===== config.mk =====
export PLATFORM = sky130hd
export DESIGN_NAME = api_tx16_frame_builder
export DESIGN_NICKNAME = d
export VERILOG_FILES = /design/src/hw/rtl/afb_pkg.sv /design/src/hw/rtl/afb_byte_sel.sv /design/src/hw/rtl/afb_out_stage.sv /design/src/hw/rtl/api_tx16_frame_builder.sv
export VERILOG_INCLUDE_DIRS = /design/src /design/src/hw/rtl
export SDC_FILE = /design/constraint.sdc
export NUM_CORES = 1
export LEC_CHECK = 0
export ABC_AREA = 1
export BUFFER_PORTS_ARGS = -buffer_cell sky130_fd_sc_hd__buf_4
export CAP_MARGIN = 20
export CORE_ASPECT_RATIO = 1.1
export CORE_UTILIZATION = 45
export DETAILED_ROUTE_END_ITERATION = 7
export HOLD_SLACK_MARGIN = 0.15
export PLACE_DENSITY = 0.66
export SKIP_LAST_GASP = 1
export SLEW_MARGIN = 10
export SYNTH_ARGS = -nofsm -noshare
export SYNTH_HDL_FRONTEND = slang
export SYNTH_SLANG_ARGS = --single-unit
export TNS_END_PERCENT = 5

===== constraint.sdc =====
create_clock -name aclk -period 8.6 [get_ports aclk]
set_clock_uncertainty 0.15 [all_clocks]
set_input_delay 1.72 -clock aclk [delete_from_list [all_inputs] [get_ports aclk]]
set_output_delay 1.72 -clock aclk [all_outputs]
set_load 0.005 [all_outputs]

===== src/hw/rtl/assert_macros.svh =====
// assertion macros used by the top-level rtl file, clocked on aclk with aresetn
`ifndef ASSERT_MACROS_SVH
`define ASSERT_MACROS_SVH

// property that must hold at every clock edge out of reset
`define AFB_ASSERT_HOLDS(lbl, prop) \
    lbl: assert property (@(posedge aclk) disable iff (!aresetn) (prop)) \
        else $error("afb assertion failed");

// consequent that must hold in the cycle after the antecedent
`define AFB_ASSERT_NEXT(lbl, ante, cons) \
    lbl: assert property (@(posedge aclk) disable iff (!aresetn) (ante) |=> (cons)) \
        else $error("afb assertion failed");

`endif


===== src/hw/rtl/afb_pkg.sv =====
// types and constants of the api transmit frame builder
`timescale 1ns / 1ps

package afb_pkg;

    localparam logic       ACT_START    = 1'b0;
    localparam logic       ACT_DATA     = 1'b1;

    localparam logic [7:0]  START_BYTE   = 8'h7E;
    localparam logic [7:0]  FRAME_TYPE   = 8'h01;
    localparam logic [7:0]  FRAME_ID     = 8'h01;
    localparam logic [7:0]  OPTION_BYTE  = 8'h00;
    localparam logic [7:0]  CHECK_BASE   = 8'hFF;
    localparam logic [15:0] LEN_OVERHEAD = 16'd7;

    // byte positions within the header sequence of a start item
    localparam int          IDX_W        = 4;
    localparam logic [IDX_W-1:0] IDX_START    = 4'd0;
    localparam logic [IDX_W-1:0] IDX_LEN_HI   = 4'd1;
    localparam logic [IDX_W-1:0] IDX_LEN_LO   = 4'd2;
    localparam logic [IDX_W-1:0] IDX_TYPE     = 4'd3;
    localparam logic [IDX_W-1:0] IDX_ID       = 4'd4;
    localparam logic [IDX_W-1:0] IDX_ADDR_HI  = 4'd5;
    localparam logic [IDX_W-1:0] IDX_ADDR_LO  = 4'd6;
    localparam logic [IDX_W-1:0] IDX_OPTION   = 4'd7;
    localparam logic [IDX_W-1:0] IDX_INSTR    = 4'd8;
    localparam logic [IDX_W-1:0] IDX_SLAVE    = 4'd9;
    localparam logic [IDX_W-1:0] IDX_CHECK    = 4'd10;
    // position of the checksum after a closing payload byte
    localparam logic [IDX_W-1:0] IDX_DATA_CHK = 4'd1;

    typedef struct packed {
        logic        action;
        logic [7:0]  payload_length;
        logic [15:0] dest_address;
        logic [7:0]  instruction;
        logic [7:0]  slave_address;
        logic [7:0]  data_byte;
    } in_item_t;

    typedef struct packed {
        logic [7:0] out_byte;
        logic       frame_end;
        logic       error;
    } out_item_t;

    typedef struct packed {
        logic       in_frame;
        logic [7:0] bytes_remaining;
        logic [7:0] running_sum;
    } frame_state_t;

    typedef struct packed {
        out_item_t    res;
        logic         last;
        frame_state_t state_next;
    } step_t;

endpackage


===== src/hw/rtl/afb_byte_sel.sv =====
// selects one frame byte for the held item and computes the next frame state
`timescale 1ns / 1ps

module afb_byte_sel (
    input  afb_pkg::in_item_t            item,
    input  logic [afb_pkg::IDX_W-1:0]    idx,
    input  afb_pkg::frame_state_t        state,
    output afb_pkg::step_t               step
);

    logic [15:0] len;
    logic [7:0]  rem_dec;
    logic [7:0]  check;

    assign len     = {8'd0, item.payload_length} + afb_pkg::LEN_OVERHEAD;
    assign rem_dec = state.bytes_remaining - 8'd1;
    assign check   = afb_pkg::CHECK_BASE - state.running_sum;

    always_comb begin
        step            = '0;
        step.state_next = state;
        if (item.action == afb_pkg::ACT_START) begin
            case (idx)
                afb_pkg::IDX_START:   step.res.out_byte = afb_pkg::START_BYTE;
                afb_pkg::IDX_LEN_HI:  step.res.out_byte = len[15:8];
                afb_pkg::IDX_LEN_LO:  step.res.out_byte = len[7:0];
                afb_pkg::IDX_TYPE:    step.res.out_byte = afb_pkg::FRAME_TYPE;
                afb_pkg::IDX_ID:      step.res.out_byte = afb_pkg::FRAME_ID;
                afb_pkg::IDX_ADDR_HI: step.res.out_byte = item.dest_address[15:8];
                afb_pkg::IDX_ADDR_LO: step.res.out_byte = item.dest_address[7:0];
                afb_pkg::IDX_OPTION:  step.res.out_byte = afb_pkg::OPTION_BYTE;
                afb_pkg::IDX_INSTR:   step.res.out_byte = item.instruction;
                afb_pkg::IDX_SLAVE:   step.res.out_byte = item.slave_address;
                default:              step.res.out_byte = check;
            endcase
            // abort flag rides on the start byte only
            step.res.error     = (idx == afb_pkg::IDX_START) && state.in_frame;
            step.res.frame_end = (idx == afb_pkg::IDX_CHECK);
            // checksum covers frame type onward
            if (idx == afb_pkg::IDX_TYPE) begin
                step.state_next.running_sum = step.res.out_byte;
            end else if (idx inside {[afb_pkg::IDX_ID:afb_pkg::IDX_SLAVE]}) begin
                step.state_next.running_sum = state.running_sum + step.res.out_byte;
            end
            step.last = (idx == afb_pkg::IDX_CHECK) ||
                        ((idx == afb_pkg::IDX_SLAVE) && (item.payload_length != 8'd0));
            if (step.last) begin
                step.state_next.in_frame        = (item.payload_length != 8'd0);
                step.state_next.bytes_remaining = item.payload_length;
            end
        end else if (!state.in_frame) begin
            // stray payload byte
            step.res.error = 1'b1;
            step.last      = 1'b1;
        end else if (idx == afb_pkg::IDX_START) begin
            step.res.out_byte                = item.data_byte;
            step.state_next.running_sum      = state.running_sum + item.data_byte;
            step.state_next.bytes_remaining  = rem_dec;
            step.last                        = (rem_dec != 8'd0);
        end else begin
            step.res.out_byte         = check;
            step.res.frame_end        = 1'b1;
            step.state_next.in_frame  = 1'b0;
            step.last                 = 1'b1;
        end
    end

endmodule


===== src/hw/rtl/afb_out_stage.sv =====
// result register between the byte selector and the output channel
`timescale 1ns / 1ps

module afb_out_stage (
    input  logic               aclk,
    input  logic               aresetn,
    input  logic               load,
    input  afb_pkg::out_item_t load_data,
    output logic               free,
    output logic               m_valid,
    input  logic               m_ready,
    output afb_pkg::out_item_t m_data
);

    logic               valid_reg;
    afb_pkg::out_item_t data_reg;

    assign free    = !valid_reg || m_ready;
    assign m_valid = valid_reg;
    assign m_data  = data_reg;

    always_ff @(posedge aclk) begin
        if (!aresetn) begin
            valid_reg <= 1'b0;
        end else if (free) begin
            valid_reg <= load;
        end
    end

    always_ff @(posedge aclk) begin
        if (free && load) begin
            data_reg <= load_data;
        end
    end

endmodule


===== src/hw/rtl/api_tx16_frame_builder.sv =====
// top level of the api transmit frame builder, 16-bit address request
// A start item (action 0) produces the ten header bytes 0x7E, length high, length
// low (payload_length + 7), frame type, frame id, address high, address low,
// option, instruction and slave address, one result item per cycle; a start with
// payload length 0 adds the checksum at once, for eleven items. Each payload item
// (action 1) gives its byte back, and the last one of the frame is followed by the
// checksum (0xFF minus the byte sum from frame type onward) with frame_end set.
// Error is raised on the start byte of a frame that cut an open one short, and on
// the single zero byte returned for a payload item outside any frame. Throughput
// is set by the output port, one result item per cycle: a payload item gives one
// result (two when it closes the frame), a start item ten or eleven. The input
// item register frees in the cycle of its last result, so the next item is taken
// then, and the result register keeps the two channels apart.
`timescale 1ns / 1ps
`include "assert_macros.svh"

module api_tx16_frame_builder (
    input  logic               aclk,
    input  logic               aresetn,
    input  logic               s_valid,
    output logic               s_ready,
    input  afb_pkg::in_item_t  s_data,
    output logic               m_valid,
    input  logic               m_ready,
    output afb_pkg::out_item_t m_data
);

    // held input item and its byte position
    logic                      item_valid_reg;
    afb_pkg::in_item_t         item_reg;
    logic [afb_pkg::IDX_W-1:0] idx_reg;
    logic [afb_pkg::IDX_W-1:0] idx_next;

    // frame state carried between items
    afb_pkg::frame_state_t     state_reg;

    afb_pkg::step_t            step;
    logic                      out_free;
    logic                      issue;

    afb_byte_sel u_byte_sel (
        .item  (item_reg),
        .idx   (idx_reg),
        .state (state_reg),
        .step  (step)
    );

    afb_out_stage u_out_stage (
        .aclk      (aclk),
        .aresetn   (aresetn),
        .load      (issue),
        .load_data (step.res),
        .free      (out_free),
        .m_valid   (m_valid),
        .m_ready   (m_ready),
        .m_data    (m_data)
    );

    // one result per cycle whenever the result register can take it
    assign issue   = item_valid_reg && out_free;
    // the held item leaves with its last result, so a new one can enter then
    assign s_ready = !item_valid_reg || (issue && step.last);

    assign idx_next = step.last ? afb_pkg::IDX_START : idx_reg + 4'd1;

    always_ff @(posedge aclk) begin
        if (!aresetn) begin
            item_valid_reg <= 1'b0;
            idx_reg        <= afb_pkg::IDX_START;
            state_reg      <= '0;
        end else begin
            if (s_ready) begin
                item_valid_reg <= s_valid;
            end
            if (issue) begin
                idx_reg   <= idx_next;
                state_reg <= step.state_next;
            end
        end
    end

    // input item register, loaded on acceptance only
    always_ff @(posedge aclk) begin
        if (s_valid && s_ready) begin
            item_reg <= s_data;
        end
    end

    // byte position never runs past the checksum slot
    `AFB_ASSERT_HOLDS(a_idx_range, idx_reg <= afb_pkg::IDX_CHECK)
    // an issued checksum closes the frame
    `AFB_ASSERT_NEXT(a_end_closes, issue && step.res.frame_end, !state_reg.in_frame)
    // an open frame with nothing left is only the pending checksum of a payload item
    `AFB_ASSERT_HOLDS(a_open_empty,
        !(state_reg.in_frame && (state_reg.bytes_remaining == 8'd0)) ||
        (item_valid_reg && (idx_reg == afb_pkg::IDX_DATA_CHK)))

endmodule

==> After elaboration in Yosys (flattened, before gate mapping) <==
Index checks and enable logic that the tools add are counted.
{ "op_classes": {"mux": 16, "order_cmp": 2, "n_eq_ne": 12, "add_sub_neg": 6, "reduce_logical": 21} }
{ "ops": {"columns": ["op", "n"], "rows": [
  ["one-hot mux 8 bit (9 select lines)", 1],
  ["two-way mux 8 bit", 4],
  ["two-way mux 28 bit", 1],
  ["two-way mux 9 bit", 2],
  ["two-way mux 17 bit", 1],
  ["adder 8 bit", 2],
  ["== test 4 x 3 -> 1 bit (second input constant)", 4],
  ["two-way mux 16 bit", 1],
  ["nonzero test 8 bit", 2],
  ["== test 4 bit (second input constant)", 3],
  ["adder 8 x 3 -> 9 bit (second input constant)", 1],
  ["== test 4 x 2 -> 1 bit (second input constant)", 2],
  ["AND reduction 4 bit", 2],
  ["subtractor 8 x 1 -> 8 bit (second input constant)", 1],
  ["subtractor 8 bit (first input constant)", 1],
  ["logical AND 1 bit", 7],
  ["two-way mux 1 bit", 5],
  ["adder 4 x 1 -> 4 bit (second input constant)", 1],
  ["== test 4 x 1 -> 1 bit (second input constant)", 1],
  ["greater-or-equal comparator 4 x 3 -> 1 bit (second input constant)", 1],
  ["less-or-equal comparator 4 bit (second input constant)", 1],
  ["logical NOT 4 bit", 1],
  ["two-way mux 4 bit", 1],
  ["inequality test 2 x 1 -> 1 bit (second input constant)", 2],
  ["other kinds (6)", 9]
]} }
{ "totals": {"word_cells": 72, "ff_bits": 82} }

==> Logic depth before layout (Yosys ltp) <==
{ "depth": {"depth_word": 11, "ltp_mapped": 23, "mapped_depth_nobuf": 23} }

==> Hierarchy <==
From an unflattened synthesis, not the netlist that was laid out.
{ "unflattened": {"cells_unflattened": 549, "area_unflattened_um2": 4655.7} }
{ "by_module_without_submodules": {"columns": ["module", "instances", "cells_each", "area_per_inst_um2"], "rows": [
  ["api_tx16_frame_builder", 1, 157, 2323.5],
  ["afb_byte_sel", 1, 375, 1980.6],
  ["afb_out_stage", 1, 17, 351.6]
]} }

==> Worst setup path after synthesis <==
OpenSTA, ideal clock, no wires.
{ "synth_timing": {"path_type": "input-to-reg", "startpoint": "input port m_ready", "endpoint": "register item_reg[0] (netlist bit) (enable)", "arrival_time_ns": 4.609, "slack_ns": 3.369, "cell_stages": 6, "cell_sequence": "inv_1 > nand2_1 > nand2_1 > a21oi_1 > nand2_1 > a21oi_1"} }
{ "synth_between": {"elab_chain_len": 5} }
{ "synth_rtl": {"columns": ["element", "line", "source"], "rows": [
  ["start: declaration", "api_tx16_frame_builder.sv:24", "input logic m_ready,"],
  ["logical OR 1 bit", "afb_out_stage.sv:18", "assign free = !valid_reg || m_ready;"],
  ["logical AND 1 bit", "api_tx16_frame_builder.sv:60", "assign issue = item_valid_reg && out_free;"],
  ["logical AND 1 bit", "api_tx16_frame_builder.sv:62", "assign s_ready = !item_valid_reg || (issue && step.last);"],
  ["logical OR 1 bit", "api_tx16_frame_builder.sv:62", null],
  ["logical AND 1 bit", "api_tx16_frame_builder.sv:84", "if (s_valid && s_ready) begin"],
  ["end signal: assignment", "api_tx16_frame_builder.sv:85", "item_reg <= s_data;"],
  ["end: declaration", "api_tx16_frame_builder.sv:30", "afb_pkg::in_item_t item_reg;"]
]} }
No other way between the ends.
A chain may end at the register's enable or synchronous reset.

==> Final worst setup path <==
{ "layout_timing": {"startpoint": "register item_reg[48] (netlist bit)", "endpoint": "output port s_ready"} }
{ "layout_between": {"elab_chain_len": 3} }
{ "layout_rtl": {"columns": ["element", "line", "source"], "rows": [
  ["two-way mux 28 bit", "afb_byte_sel.sv:22", "if (item.action == afb_pkg::ACT_START) begin"],
  ["logical AND 1 bit", "api_tx16_frame_builder.sv:62", null],
  ["logical OR 1 bit", "api_tx16_frame_builder.sv:62", null],
  ["end: declaration", "api_tx16_frame_builder.sv:21", "output logic s_ready,"]
]} }
No other way between the ends.

==> metrics list <==
- Summed over all cells, the static leakage comes to 2.38 nW.
- # setup viols final: 0
* Class of the most critical setup path: flop to output port
- For this run, the top clock speed supported by timing is 0.213 GHz.
- Measured against its own limit, the worst slew margin works out to 59.1%.
- TritonCTS clock tree: built
* Prevailing post-synth register cell: edfxtp_1
- Timing analysis after detailed placement gives a worst setup slack of 4.10 ns.
* Effective utilization at floorplan: 46.4%
* Final routed wire length divided by cell count: 15.1 µm
- Count of pins on the block boundary: 65
* Critical path fanouts, max: 18
* Fraction of registers with async set/reset: 0%
* Std cell rows: 38
- Width of the die: 98.5 µm
- Combinational share of power: 17.1%
- Leaving out fill and tap cells, the most frequent cell in the layout is nand2_1.
- Gates resized, CTS repair: 0
* Post-synth design cell area: 4610 µm²
- The die covers 10700 µm².
* Count of vias placed by the detailed router: 3958
- The clock passes through at most 2 buffers.
- For the final routed database, the setup TNS stands at 0 ns.
- Clock tree root driver cell: clkbuf_8
- Setup repair after global routing left no endpoint under its margin.
* Global routing usage summed across all routing layers: 22.7%
- Transition time at the pin with the least slew margin: 0.613 ns
* First-pass GRT wire length: 18500 µm
- Detailed router's first-iteration violation count: 258
- After global routing the overflow that remains totals 0.
* Final period util: 54.6%
- Number of buffers inserted by hold repair at cts: 0
- In the routed design, unresolved DRC markers number 1.
- In the layout the commonest cells are nand2_1 (139), inv_1 (69), buf_4 (65).
* TritonRoute pass-1 iters: 8
- The clock drives 82 sinks.
* Post-synthesis to final-layout area growth: 17.4%
- Dividing total power by cell area gives a power density of 165 nW/µm².
- Fill cells in the final layout number 897.
* Number of flip-flops under the largest register name: 49
- Internal power consumption: 0.000648 W
- For the finished layout, the period the worst path requires is 4.70 ns.
- The clock tree synthesis step divided the H-tree into 3 levels.
- The worst setup path is launched from a flop.
* Final core utilization: 54.5%
- Min-delay worst type: flop to flop
* Number of enable-type register cells in the synthesized netlist: 59
- The HPWL after detailed placement is 8610 µm.
- Sequential fraction of the synthesis area: 48.4%
- The repair_antennas step left the layout with diodes totalling 0.
- Max-cap violations in this run came to 0.
* Number of global-route vias before repair: 3914
* Mean area per synthesized cell: 8.46 µm²
- Switching part of the total power: 27.8%
- The final reports fail on design-rule violations.
* Antenna violation net count after detailed routing: 0
- STA puts the critical path data arrival time at 2.83 ns.
- The analysis attributes to net switching a power of 0.000249 W.
- CTS buffer count: 9
- Clock latency on the worst-skew pair, taken at its later pin, is 0.36 ns.
* CP required: 6.73 ns
* Unique masters post-synth: 43
- The worst-case IR drop observed on VDD is 0.109 mV.
- Endpoint class of the critical path: output port
* Die Y: 108 µm
* Sequential share of power: 52.0%
* Number of storage elements in the synthesis netlist: 82
- Ratio of routed vias to standard cells: 5.36
- For this run, the number of Yosys warnings is 0.
- Fraction of layout cells with a size suffix above 1: 18.3%
* Core region area: 9940 µm²
- Final number of hold-violating endpoints: 0
- Routed WL: 11200 µm
- Number of buffers inserted to repair setup after CTS: 0
- The flow ran to the end, but the final reports show violations.
- Clock slew at the register clock pins of the worst setup and hold paths: 0.09 ns
- Maximum number of pins on one net before global-route repair: 49
* Post-synthesis cell count: 545
* Part of the power in the clock network: 31.0%
* Worst path setup slack after routing: 3.90 ns
* Post-synthesis net count: 621
* Port Buffers: 64
* Gp weighted congestion: 0.939
* Number of max-slew violations in the final report: 0
* Number of antenna violations at the first check in global routing: 0
* Fin nets: 690
worst max-delay path, cell delays in order, from the launching register on:
cell and delay [ns]:
edfxtp_1 0.75, nand2_1 0.43, clkinv_1 0.31, nand2_1 0.10
inv_2 0.14, nand2_1 0.07, nor2_1 0.09, nand4_1 0.16
nand2_1 0.19, nand2_1 0.10, buf_4 0.14
final timing paths:
check | slack (ns) | to | startpoint | depth (start not counted)
max | 3.90 | s_ready | item_reg[48] | 10
min | 0.36 | u_out_stage.m_valid | u_out_stage.m_valid | 2
max reg2reg | 5.02 | state_reg[4] | idx_reg[0] | 16
min reg2reg | 0.36 | u_out_stage.m_valid | u_out_stage.m_valid | 2
cells by family after synthesis:
family,count (synthesis),synth area share [%]
compound gates,87,11.2
flops,82,48.4
xor+xnor,8,1.52
fa+ha+maj,23,6.56
buf+inv,84,7.08
simple gates,261,25.3
per-stage QoR:
stage | instance area, µm² | std cells | hold WS [ns] | total power, W
after floorplan | 4610 | 545 | 0.324 | 0.000572
after CTS | 5420 | 739 | 0.357 | 0.000902
after global placement | 5230 | 723 | 0.341 | 0.000623
after detailed placement | 5230 | 723 | 0.343 | 0.000626
final | 5420 | 739 | 0.355 | 0.000897
after global routing | 5420 | 739 | 0.389 | 0.000942
synthesized netlist by cell type, drive strengths merged (4+ instances only):
cell type  number  area (µm²)
edfxtp         59        1770
nand2         147         577
nor2           43         191
o21ai          25         129
nand4          12        75.1
inv            75         282
ha             21         263
or2             5        33.8
nand3          47         245
xor2            5        43.8
dfxtp          23         460
o22ai           6        37.5
o211ai          4        30.0
buf             4        26.3
o221ai          5        43.8
a21oi          35         179
final cells by class:
cell class / count / area, µm² / area share (%)
well taps: 120 / 150 / 2.77
inverters: 77 / 289 / 5.33
flip-flops and latches: 82 / 2230 / 41.2
clock buffers: 9 / 124 / 2.29
multi-input cells: 379 / 2070 / 38.1
repair buffers: 65 / 488 / 9.01
clock inverters: 7 / 68.8 / 1.27
power by group through the flow:
stage	Combinational, W	Clock [W]	Sequential (W)
detailed placement	0.000151	0	0.000475
global placement	0.000149	0	0.000474
finish	0.000153	0.000278	0.000466
global route	0.000173	0.000300	0.000469
floorplan	0.000102	0	0.000470
CTS	0.000152	0.000284	0.000466
per-layer routing:
metal  vias to the layer above  GRT usage, %  wire length (µm)
met3                        27          3.68               644
met4                         0          13.4               391
met1                      1804          29.5              5050
li1                       1980             -                 -
met2                       147          36.0              5100
met5                         -             0                 0
(Power assumes the default switching activity.)
